$ cat src/aes128_block_decrypt_assert.svh
// assertion macros used by the top rtl file
`ifndef AES128_BLOCK_DECRYPT_ASSERT_SVH
`define AES128_BLOCK_DECRYPT_ASSERT_SVH

// same-cycle implication
`define ABD_ASSERT_NOW(lbl, clk, rst, ante, cons) \
  lbl: assert property (@(posedge clk) disable iff (rst) (ante) |-> (cons)) \
    else $error("aes128 decrypt check failed");

// next-cycle implication
`define ABD_ASSERT_NEXT(lbl, clk, rst, ante, cons) \
  lbl: assert property (@(posedge clk) disable iff (rst) (ante) |=> (cons)) \
    else $error("aes128 decrypt check failed");

`endif

$ cat src/aes128bd_pkg.sv
`timescale 1ns / 1ps
package aes128bd_pkg;

  localparam int unsigned NR = 10;

  typedef logic [127:0] blk_t;
  typedef logic [NR:0][127:0] rk_array_t;

  localparam logic [1:0] REG_KEY_HIGH = 2'd0;
  localparam logic [1:0] REG_KEY_LOW  = 2'd1;

  localparam logic [7:0] SBOX [256] = '{
    8'h63,8'h7c,8'h77,8'h7b,8'hf2,8'h6b,8'h6f,8'hc5,8'h30,8'h01,8'h67,8'h2b,8'hfe,8'hd7,8'hab,8'h76,
    8'hca,8'h82,8'hc9,8'h7d,8'hfa,8'h59,8'h47,8'hf0,8'had,8'hd4,8'ha2,8'haf,8'h9c,8'ha4,8'h72,8'hc0,
    8'hb7,8'hfd,8'h93,8'h26,8'h36,8'h3f,8'hf7,8'hcc,8'h34,8'ha5,8'he5,8'hf1,8'h71,8'hd8,8'h31,8'h15,
    8'h04,8'hc7,8'h23,8'hc3,8'h18,8'h96,8'h05,8'h9a,8'h07,8'h12,8'h80,8'he2,8'heb,8'h27,8'hb2,8'h75,
    8'h09,8'h83,8'h2c,8'h1a,8'h1b,8'h6e,8'h5a,8'ha0,8'h52,8'h3b,8'hd6,8'hb3,8'h29,8'he3,8'h2f,8'h84,
    8'h53,8'hd1,8'h00,8'hed,8'h20,8'hfc,8'hb1,8'h5b,8'h6a,8'hcb,8'hbe,8'h39,8'h4a,8'h4c,8'h58,8'hcf,
    8'hd0,8'hef,8'haa,8'hfb,8'h43,8'h4d,8'h33,8'h85,8'h45,8'hf9,8'h02,8'h7f,8'h50,8'h3c,8'h9f,8'ha8,
    8'h51,8'ha3,8'h40,8'h8f,8'h92,8'h9d,8'h38,8'hf5,8'hbc,8'hb6,8'hda,8'h21,8'h10,8'hff,8'hf3,8'hd2,
    8'hcd,8'h0c,8'h13,8'hec,8'h5f,8'h97,8'h44,8'h17,8'hc4,8'ha7,8'h7e,8'h3d,8'h64,8'h5d,8'h19,8'h73,
    8'h60,8'h81,8'h4f,8'hdc,8'h22,8'h2a,8'h90,8'h88,8'h46,8'hee,8'hb8,8'h14,8'hde,8'h5e,8'h0b,8'hdb,
    8'he0,8'h32,8'h3a,8'h0a,8'h49,8'h06,8'h24,8'h5c,8'hc2,8'hd3,8'hac,8'h62,8'h91,8'h95,8'he4,8'h79,
    8'he7,8'hc8,8'h37,8'h6d,8'h8d,8'hd5,8'h4e,8'ha9,8'h6c,8'h56,8'hf4,8'hea,8'h65,8'h7a,8'hae,8'h08,
    8'hba,8'h78,8'h25,8'h2e,8'h1c,8'ha6,8'hb4,8'hc6,8'he8,8'hdd,8'h74,8'h1f,8'h4b,8'hbd,8'h8b,8'h8a,
    8'h70,8'h3e,8'hb5,8'h66,8'h48,8'h03,8'hf6,8'h0e,8'h61,8'h35,8'h57,8'hb9,8'h86,8'hc1,8'h1d,8'h9e,
    8'he1,8'hf8,8'h98,8'h11,8'h69,8'hd9,8'h8e,8'h94,8'h9b,8'h1e,8'h87,8'he9,8'hce,8'h55,8'h28,8'hdf,
    8'h8c,8'ha1,8'h89,8'h0d,8'hbf,8'he6,8'h42,8'h68,8'h41,8'h99,8'h2d,8'h0f,8'hb0,8'h54,8'hbb,8'h16
  };

  localparam logic [7:0] INV_SBOX [256] = '{
    8'h52,8'h09,8'h6a,8'hd5,8'h30,8'h36,8'ha5,8'h38,8'hbf,8'h40,8'ha3,8'h9e,8'h81,8'hf3,8'hd7,8'hfb,
    8'h7c,8'he3,8'h39,8'h82,8'h9b,8'h2f,8'hff,8'h87,8'h34,8'h8e,8'h43,8'h44,8'hc4,8'hde,8'he9,8'hcb,
    8'h54,8'h7b,8'h94,8'h32,8'ha6,8'hc2,8'h23,8'h3d,8'hee,8'h4c,8'h95,8'h0b,8'h42,8'hfa,8'hc3,8'h4e,
    8'h08,8'h2e,8'ha1,8'h66,8'h28,8'hd9,8'h24,8'hb2,8'h76,8'h5b,8'ha2,8'h49,8'h6d,8'h8b,8'hd1,8'h25,
    8'h72,8'hf8,8'hf6,8'h64,8'h86,8'h68,8'h98,8'h16,8'hd4,8'ha4,8'h5c,8'hcc,8'h5d,8'h65,8'hb6,8'h92,
    8'h6c,8'h70,8'h48,8'h50,8'hfd,8'hed,8'hb9,8'hda,8'h5e,8'h15,8'h46,8'h57,8'ha7,8'h8d,8'h9d,8'h84,
    8'h90,8'hd8,8'hab,8'h00,8'h8c,8'hbc,8'hd3,8'h0a,8'hf7,8'he4,8'h58,8'h05,8'hb8,8'hb3,8'h45,8'h06,
    8'hd0,8'h2c,8'h1e,8'h8f,8'hca,8'h3f,8'h0f,8'h02,8'hc1,8'haf,8'hbd,8'h03,8'h01,8'h13,8'h8a,8'h6b,
    8'h3a,8'h91,8'h11,8'h41,8'h4f,8'h67,8'hdc,8'hea,8'h97,8'hf2,8'hcf,8'hce,8'hf0,8'hb4,8'he6,8'h73,
    8'h96,8'hac,8'h74,8'h22,8'he7,8'had,8'h35,8'h85,8'he2,8'hf9,8'h37,8'he8,8'h1c,8'h75,8'hdf,8'h6e,
    8'h47,8'hf1,8'h1a,8'h71,8'h1d,8'h29,8'hc5,8'h89,8'h6f,8'hb7,8'h62,8'h0e,8'haa,8'h18,8'hbe,8'h1b,
    8'hfc,8'h56,8'h3e,8'h4b,8'hc6,8'hd2,8'h79,8'h20,8'h9a,8'hdb,8'hc0,8'hfe,8'h78,8'hcd,8'h5a,8'hf4,
    8'h1f,8'hdd,8'ha8,8'h33,8'h88,8'h07,8'hc7,8'h31,8'hb1,8'h12,8'h10,8'h59,8'h27,8'h80,8'hec,8'h5f,
    8'h60,8'h51,8'h7f,8'ha9,8'h19,8'hb5,8'h4a,8'h0d,8'h2d,8'he5,8'h7a,8'h9f,8'h93,8'hc9,8'h9c,8'hef,
    8'ha0,8'he0,8'h3b,8'h4d,8'hae,8'h2a,8'hf5,8'hb0,8'hc8,8'heb,8'hbb,8'h3c,8'h83,8'h53,8'h99,8'h61,
    8'h17,8'h2b,8'h04,8'h7e,8'hba,8'h77,8'hd6,8'h26,8'he1,8'h69,8'h14,8'h63,8'h55,8'h21,8'h0c,8'h7d
  };

  // round constant for expansion step n (1..10)
  function automatic logic [7:0] rcon(input logic [3:0] n);
    logic [7:0] r;
    case (n)
      4'd1:    r = 8'h01;
      4'd2:    r = 8'h02;
      4'd3:    r = 8'h04;
      4'd4:    r = 8'h08;
      4'd5:    r = 8'h10;
      4'd6:    r = 8'h20;
      4'd7:    r = 8'h40;
      4'd8:    r = 8'h80;
      4'd9:    r = 8'h1b;
      4'd10:   r = 8'h36;
      default: r = 8'h00;
    endcase
    return r;
  endfunction

  function automatic logic [7:0] xtime(input logic [7:0] a);
    return {a[6:0], 1'b0} ^ (a[7] ? 8'h1b : 8'h00);
  endfunction

  // byte k of a block, byte 0 most significant
  function automatic logic [7:0] get_byte(input blk_t s, input int unsigned k);
    return s[127 - 8*k -: 8];
  endfunction

  // next round key from the previous one
  function automatic blk_t next_round_key(input blk_t prev, input logic [3:0] n);
    logic [31:0] w0, w1, w2, w3, t;
    w0 = prev[127:96];
    w1 = prev[95:64];
    w2 = prev[63:32];
    w3 = prev[31:0];
    t = {SBOX[w3[23:16]] ^ rcon(n), SBOX[w3[15:8]], SBOX[w3[7:0]], SBOX[w3[31:24]]};
    w0 = w0 ^ t;
    w1 = w1 ^ w0;
    w2 = w2 ^ w1;
    w3 = w3 ^ w2;
    return {w0, w1, w2, w3};
  endfunction

  function automatic blk_t inv_shift_sub(input blk_t s);
    blk_t t;
    t = '0;
    for (int c = 0; c < 4; c++) begin
      for (int r = 0; r < 4; r++) begin
        t[127 - 8*(((c + r) % 4)*4 + r) -: 8] = INV_SBOX[get_byte(s, c*4 + r)];
      end
    end
    return t;
  endfunction

  function automatic blk_t inv_mix(input blk_t s);
    blk_t o;
    logic [7:0] a [4];
    logic [7:0] m2 [4];
    logic [7:0] m4 [4];
    logic [7:0] m8 [4];
    logic [7:0] e9 [4];
    logic [7:0] eb [4];
    logic [7:0] ed [4];
    logic [7:0] ee [4];
    o = '0;
    for (int c = 0; c < 4; c++) begin
      for (int r = 0; r < 4; r++) begin
        a[r]  = get_byte(s, c*4 + r);
        m2[r] = xtime(a[r]);
        m4[r] = xtime(m2[r]);
        m8[r] = xtime(m4[r]);
        e9[r] = m8[r] ^ a[r];
        eb[r] = m8[r] ^ m2[r] ^ a[r];
        ed[r] = m8[r] ^ m4[r] ^ a[r];
        ee[r] = m8[r] ^ m4[r] ^ m2[r];
      end
      o[127 - 8*(c*4)     -: 8] = ee[0] ^ eb[1] ^ ed[2] ^ e9[3];
      o[127 - 8*(c*4 + 1) -: 8] = e9[0] ^ ee[1] ^ eb[2] ^ ed[3];
      o[127 - 8*(c*4 + 2) -: 8] = ed[0] ^ e9[1] ^ ee[2] ^ eb[3];
      o[127 - 8*(c*4 + 3) -: 8] = eb[0] ^ ed[1] ^ e9[2] ^ ee[3];
    end
    return o;
  endfunction

endpackage

$ cat src/aes128bd_kexp.sv
`timescale 1ns / 1ps
module aes128bd_kexp (
  input  logic                    clk,
  input  logic                    rst,
  input  logic                    cfg_valid,
  output logic                    cfg_ready,
  input  logic [1:0]              cfg_index,
  input  logic [63:0]             cfg_data,
  output logic                    busy,
  output aes128bd_pkg::rk_array_t round_keys
);

  logic [63:0]                  key_high;
  logic [63:0]                  key_low;
  logic [3:0]                   cnt;
  aes128bd_pkg::blk_t           cur;
  aes128bd_pkg::blk_t           prev;
  aes128bd_pkg::blk_t           rk_next;
  logic [aes128bd_pkg::NR:1][127:0] rks;

  assign busy      = (cnt != 4'd0);
  assign cfg_ready = !busy;
  assign prev      = (cnt == 4'd1) ? {key_high, key_low} : cur;
  assign rk_next   = aes128bd_pkg::next_round_key(prev, cnt);

  always_comb begin
    round_keys[0] = {key_high, key_low};
    for (int i = 1; i <= aes128bd_pkg::NR; i++) begin
      round_keys[i] = rks[i];
    end
  end

  always_ff @(posedge clk) begin
    if (rst) begin
      key_high <= '0;
      key_low  <= '0;
      cnt      <= 4'd1;
    end else if (cfg_valid && cfg_ready) begin
      unique case (cfg_index)
        aes128bd_pkg::REG_KEY_HIGH: begin
          key_high <= cfg_data;
          cnt      <= 4'd1;
        end
        aes128bd_pkg::REG_KEY_LOW: begin
          key_low <= cfg_data;
          cnt     <= 4'd1;
        end
        default: begin
        end
      endcase
    end else if (busy) begin
      cnt <= (cnt == 4'(aes128bd_pkg::NR)) ? 4'd0 : cnt + 4'd1;
    end
  end

  always_ff @(posedge clk) begin
    if (busy) begin
      rks[cnt] <= rk_next;
      cur      <= rk_next;
    end
  end

endmodule

$ cat config.mk
export PLATFORM = sky130hd
export DESIGN_NAME = aes128bd_kexp
export DESIGN_NICKNAME = d
export VERILOG_FILES = /design/src/aes128_block_decrypt_assert.svh /design/src/aes128bd_pkg.sv /design/src/aes128bd_kexp.sv
export SDC_FILE = /design/constraint.sdc
export NUM_CORES = 2
export LEC_CHECK = 0
export ABC_AREA = 1
export BUFFER_PORTS_ARGS = -buffer_cell sky130_fd_sc_hd__buf_2
export CAP_MARGIN = 20
export CORE_AREA = 2 2 583 585
export DETAILED_ROUTE_END_ITERATION = 10
export DIE_AREA = 0 0 585 587
export GPL_TIMING_DRIVEN = 0
export PLACE_DENSITY_LB_ADDON = 0.1
export SYNTH_ARGS = -nofsm -noshare
export SYNTH_HDL_FRONTEND = slang
export SYNTH_SLANG_ARGS = --single-unit
$ cat constraint.sdc
create_clock -name clk -period 6.9 [get_ports clk]
set_input_delay 0.69 -clock clk [delete_from_list [all_inputs] [get_ports clk]]
set_output_delay 0.69 -clock clk [all_outputs]
set_load 0.02 [all_outputs]
; Word-level counts from Yosys, hierarchy flattened
; Memory sizes are Yosys's and may differ from the RTL's. A register that Yosys moved wholly into a read port is not among the register bits.
; Cells that the tools add are included.
[totals]
ff_bits = 1540
rom_bits = 8320
output_inout_bits = 1410
n_memories = 5
[mem_list]
columns = name, depth, width, rd, rd_ports_with_merged_regs, wr, line_no
row1 = (no name shown), 256, 8, 1, 0, 0, aes128bd_pkg.sv:85  ; t = {SBOX[w3[23:16]] ^ rcon(n), SBOX[w3[15:8]], SBOX[w3[7:0]], SBOX[w3[31:24]]};
row2 = (no name shown), 256, 8, 1, 0, 0, aes128bd_pkg.sv:85
row3 = (no name shown), 256, 8, 1, 0, 0, aes128bd_pkg.sv:85
row4 = (no name shown), 256, 8, 1, 0, 0, aes128bd_pkg.sv:85
row5 = (no name shown), 16, 8, 1, 1, 0, aes128bd_pkg.sv:53  ; case (n)
[classes]
n_addsub = 1
order_cmp = 6
eq_ne = 4
muxes = 18
bitwise = 9
n_reduce_logical = 10
[op_table]
columns = operator, count
row1 = 1280-bit bitwise mux, 1
row2 = 128-bit demux with 4-bit select, 1
row3 = 128-bit two-way mux, 2
row4 = 32-bit bitwise XOR, 4
row5 = 8-bit two-way mux, 8
row6 = 9-bit greater-or-equal comparator (second input constant), 4
row7 = 8-bit inverter with 9-bit output, 4
row8 = 4-bit two-way mux, 6
row9 = 8-bit bitwise XOR, 1
row10 = 2-bit AND reduction, 3
row11 = 4-bit by 5-bit less-than comparator with 1-bit output (second input constant), 1
row12 = 4-bit by 1-bit adder with 4-bit output (second input constant), 1
row13 = 4-bit by 1-bit equality test with 1-bit output (second input constant), 1
row14 = 4-bit equality test (second input constant), 1
row15 = 4-bit by 1-bit greater-or-equal comparator with 1-bit output (second input constant), 1
row16 = 4-bit nonzero test, 1
row17 = 2-bit by 1-bit equality test with 1-bit output (second input constant), 1
row18 = 1-bit logical AND, 2
row19 = 2-bit zero test, 1
row20 = 2-bit inequality test (second input constant), 1
row21 = 2-bit nonzero test, 1
row22 = 2-bit OR reduction, 1
row23 = 1-bit zero test, 1

; Depth between registers and ports, before layout
[logic_depth]
word_depth = 12
depth_mapped = 26
ltp_nobuf = 24

; Worst setup path before layout
; Ideal clock, no wire load.
[synth_path]
kind = register to register
start = reg cnt[1]
end = reg (tool-made name)
arrival_time_ps = 7509
path_slack_ps = -705
stages_incl_launch_ff = 10
path_buffers = 0
cell_sequence = dfxtp_1 -> inv_1 -> nor2_1 -> inv_1 -> nor2_1 -> nor4_1 -> inv_1 -> ha_1 -> or2_2 -> o21ai_0
[synth_lines]
columns = item, line_no
row1 = from (decl), aes128bd_kexp.sv:15  ; logic [3:0] cnt;
row2 = from (signal assigned), aes128bd_kexp.sv:52  ; cnt <= (cnt == 4'(aes128bd_pkg::NR)) ? 4'd0 : cnt + 4'd1;

; Worst setup path after layout
[layout_path]
start = reg cnt[0]
end = reg rks (netlist bit round_keys[792]) (data pin)
[layout_via]
elab_chain_cells = 12
[layout_lines]
columns = item, line_no
row1 = 4-bit by 1-bit equality test with 1-bit output *, aes128bd_kexp.sv:23  ; assign prev = (cnt == 4'd1) ? {key_high, key_low} : cur;
row2 = 128-bit two-way mux *, aes128bd_kexp.sv:23
row3 = 8-bit inverter with 9-bit output (not written as such), aes128bd_pkg.sv:85
row4 = memory 256 x 8 bit, n/a
row5 = 8-bit two-way mux (not written as such) (2 in series), aes128bd_pkg.sv:85
row6 = 8-bit bitwise XOR, aes128bd_pkg.sv:85
row7 = 32-bit bitwise XOR *, aes128bd_pkg.sv:86  ; w0 = w0 ^ t;
row8 = via rk_next[120], aes128bd_kexp.sv:18  ; aes128bd_pkg::blk_t rk_next;
row9 = 32-bit bitwise XOR *, aes128bd_pkg.sv:87  ; w1 = w1 ^ w0;
row10 = via rk_next[88], aes128bd_kexp.sv:18
row11 = 32-bit bitwise XOR *, aes128bd_pkg.sv:88  ; w2 = w2 ^ w1;
row12 = 32-bit bitwise XOR *, aes128bd_pkg.sv:89  ; w3 = w3 ^ w2;
row13 = via rk_next[24], aes128bd_kexp.sv:18
row14 = 1280-bit bitwise mux *, aes128bd_kexp.sv:58  ; rks[cnt] <= rk_next;
row15 = "to (signal, indexed assignment)", aes128bd_kexp.sv:58
row16 = to (decl), aes128bd_kexp.sv:19  ; logic [aes128bd_pkg::NR:1][127:0] rks;
; The timed path passes the listed nets; every way through them passes the cells marked *. The select of a mux whose other input is x is not followed.
; A chain may end at the register's enable or synchronous reset.

==> metrics <==
Setup WS pre-CTS -0.5342 ns; Req. time, crit path about 7.4 ns; sequential cell area ~45,000 µm²; Routability Congestion about 0.96; # DRC 0; Setup crit start kind flop; syn_nets 5,633; Final Slew Violations 0; chip height 587 µm; DR WL/cell 34.02 µm; global-route wire length before repair 527,900 µm; Detailed Routing Iterations Pass 1 6; headroom to the max-slew limit a little under a quarter; CP bufs+invs 2; internal power approximately 24,000 µW; Post-DP HPWL 307,500 µm; crit path cell chain nand2_1 -> nor2_4 -> buf_4 -> nand2_1 -> nand2_2 -> ha_1 -> inv_1 -> nand2_1 -> nand3_2 -> nand3_1 -> nand3_1 -> nand3_1 -> nand3_1 -> nand2_1 -> nand2_1 -> nand2_1 -> nand2_1 -> nand2_2 -> nand2_1 -> nand3_1 -> nand2_1; RSZ-0062 raised after global routing no; Worst setup EP type flop; synthesized instance count 5,504; Max-Cap Viols 0; clock share of power ~22%; number of synthesized flops with an enable pin approximately 1,400; proportion of layout cells with a drive suffix above 1 a little under a third; most frequent cells in the layout 1,572 x buf_2, 1,408 x edfxtp_1, 1,282 x nand3_1; clock buffer depth 4; syn_area_per_cell roughly 12 µm²; peak supply drop 0.2036 mV; Static Leak around 0.034 µW; initial antenna violation count 85; most common cell after layout, fill and taps aside buf_2; clock sinks 1,548; total congestion overflow after global routing 0; Clock H-tree levels 4; fin crit period 6.612 ns; port bufs 1,478; complex-gate fraction of the synthesized area 3.221%; FF-to-FF setup slack just under 0.3 ns; M2 GR Usage 38.31%; Yosys cell types 40; Iteration-0 DRC Markers 4,615; Multi-input gate area 16,410 µm²; Synth top area share 66.20%; Vias 53,583; DIE AREA 343,400 µm²; GR peak layer met2; Die Wd 585 µm; cts bufs inserted 191; fillers 36,264; #FFs+latches synth 1,548; Synth area leaders edfxtp_1 66%, nand3_1 10%, nand2_1 6.9%; clk slew on worst S/H paths 0.07 ns; combinational power share 45.1%; Setup Skew 0.04420 ns; Site Rows 214; YS warnings 0; post-synthesis cell area 63,870 µm²; vias in the first global route 51,961; dominant combinational cell family by area after synthesis simple AND/OR/NAND/NOR gates; final setup fails 0; post-synth top area cell edfxtp_1; xor and xnor area share after synthesis 0.1234%; num ports 1,479; fin crit share 95.82%; Worst path slowest cell nand2_1; adder-cell area share of the yosys netlist 1.175%; Sw Ratio a little under half; achievable frequency 151.2 MHz; Post-synth ARST share 0%; vias per cell roughly 4.5; Fin. Hold Viols 0; crit-path max cell delay 0.61 ns; setup repair bufs after CTS 0; NetSw approximately 21,000 µW; Syn-to-layout area delta 33.62%; PwrDens 535.6 nW/µm²; Crit path depth 21; mux cell area share after synthesis 0.1254%; clock latency on the worst-skew pair 0.89 ns; antenna-violating nets left 0; R2R cell count 21; worst path arrival time around 7.1 ns; nets between 7,000 and 8,000; crit-path max FO 14; sequential area share after synthesis a little over two thirds; M3 GR Usage 5.360%; CTS tree yes; WS Path Type flop to flop; M1 GR Usage 28.75%; Tightest Pin Transition around 1.1 ns; largest net degree at the start of global routing 83; Reg-to-Reg End round_keys[792]$_DFFE_PP_; reg2reg start cnt[0]$_SDFFE_PP1N_; CTS root buffer clkbuf_16; gr usage total roughly 23%; Initial Util 18.90%; outcome complete, no violations; CP endpoint round_keys[792]$_DFFE_PP_; CP startpoint cnt[0]$_SDFFE_PP1N_; Worst path top cell family by delay simple AND/OR/NAND/NOR gates; Synth Area in Simple Gates 20.86%; Crit path top cell by count nand2_1; main flop type after synthesis edfxtp_1; core footprint 337,900 µm²; final worst slack 0.2884 ns; path category of the worst min-delay check input port to flop; DRT Wirelength 408,400 µm; worst hold slack approximately 0.064 ns; Sequential Power Share approximately a third
registers in the layout (all words and copies together), names as in the netlist, named ones only:
| name | count |
|---|---|
| cnt | 4 |
| cur | 128 |
| key_high | 64 |
| round_keys | 1280 |
| key_low | 64 |
worst min-delay path: stages:
cell and delay, ns:
buf_2 0.09, nor2_1 0.04, nor2_1 0.08
stage by stage:
step / util [%] / cell area (µm²) / total power (µW) / TNS (ns) / instances
floorplan: - / 63870 / 25330 / 0 / 5504
global placement: 22.77 / 76940 / 36220 / - / 11518
detailed placement: 23.34 / 78880 / 35980 / -14.95 / 11605
CTS: 25.22 / 85230 / 46170 / 0 / 11977
global route: 25.24 / 85290 / 47710 / 0 / 11985
finish: 25.26 / 85340 / 45710 / 0 / 12004
cell usage after synthesis (6+ instances only):
library cell,number
edfxtp_1,1408
nand3_1,1283
nand2_1,1182
nor2_1,290
inv_1,256
o21ai_0,245
dfxtp_1,140
a21oi_1,96
buf_2,94
or2_2,93
clkbuf_1,89
nand2_2,65
ha_1,60
buf_4,53
buf_6,24
o21ai_1,13
inv_2,11
nand3b_1,10
nand3_2,9
mux2i_1,8
nand4_1,8
a31oi_1,7
o211ai_1,7
o21ai_2,7
xnor2_1,7
nor3_1,6
o21ai_4,6
power by group through the flow:
stage                     Sequential (µW)  Combinational (µW)  Clock [µW]
after detailed placement            15400               20600           0
after CTS                           15200               20700       10300
final                               15100               20600        9940
after global routing                15300               21800       10600
after global placement              15600               20700           0
after floorplan                     16500                8830           0
repair_timing:
action                                  in CTS  in global routing
cloned                                       0                  0
hold buffers                                29                  0
endpoints found under the setup margin      88                153
resized for setup                            8                 12
hold endpoints to repair                    29                  0
per-layer routing:
layer	part of all wire [%]	routed length (µm)	vias up
li1	-	-	23107
met1	41	168700	27500
met2	47	193800	2424
met3	7.2	29570	532
met4	4.0	16180	20
met5	0.031	126	-
cell families after synthesis:
| logic type | count (synthesis) |
|---|---|
| buf+inv | 532 |
| xor+xnor | 9 |
| flops | 1548 |
| compound gates | 385 |
| simple gates | 2962 |
| fa+ha+maj | 60 |
| mux | 8 |
cell type report:
cell class | instances | area share [%]
clock buffer | 241 | 5.904
timing repair buffer | 1595 | 11.17
antenna | 26 | 0.07624
inverter | 269 | 1.192
tap | 4536 | 6.650
multi-input combinational | 3424 | 19.23
sequential | 1548 | 52.83
buffer | 263 | 1.778
clock inverter | 102 | 1.173
how the worst min path moves through the flow:
stage | from | endpoint | slack (ns) | cells after the start
5_1_grt | cfg_data[23] | key_high[23]$_SDFFE_PP0P_ | 0.05 | 3
3_3_place_gp | key_low[23]$_SDFFE_PP0P_ | key_low[23]$_SDFFE_PP0P_ | 0.47 | 2
4_1_cts | cfg_data[18] | key_high[18]$_SDFFE_PP0P_ | 0.001 | 3
2_1_floorplan | key_low[22]$_SDFFE_PP0P_ | key_low[22]$_SDFFE_PP0P_ | 0.54 | 2
3_5_place_dp | key_low[23]$_SDFFE_PP0P_ | key_low[23]$_SDFFE_PP0P_ | 0.46 | 2
6_report | cfg_data[8] | key_high[8]$_SDFFE_PP0P_ | 0.06 | 3
No activity file was read; power rests on OpenSTA's default activity.
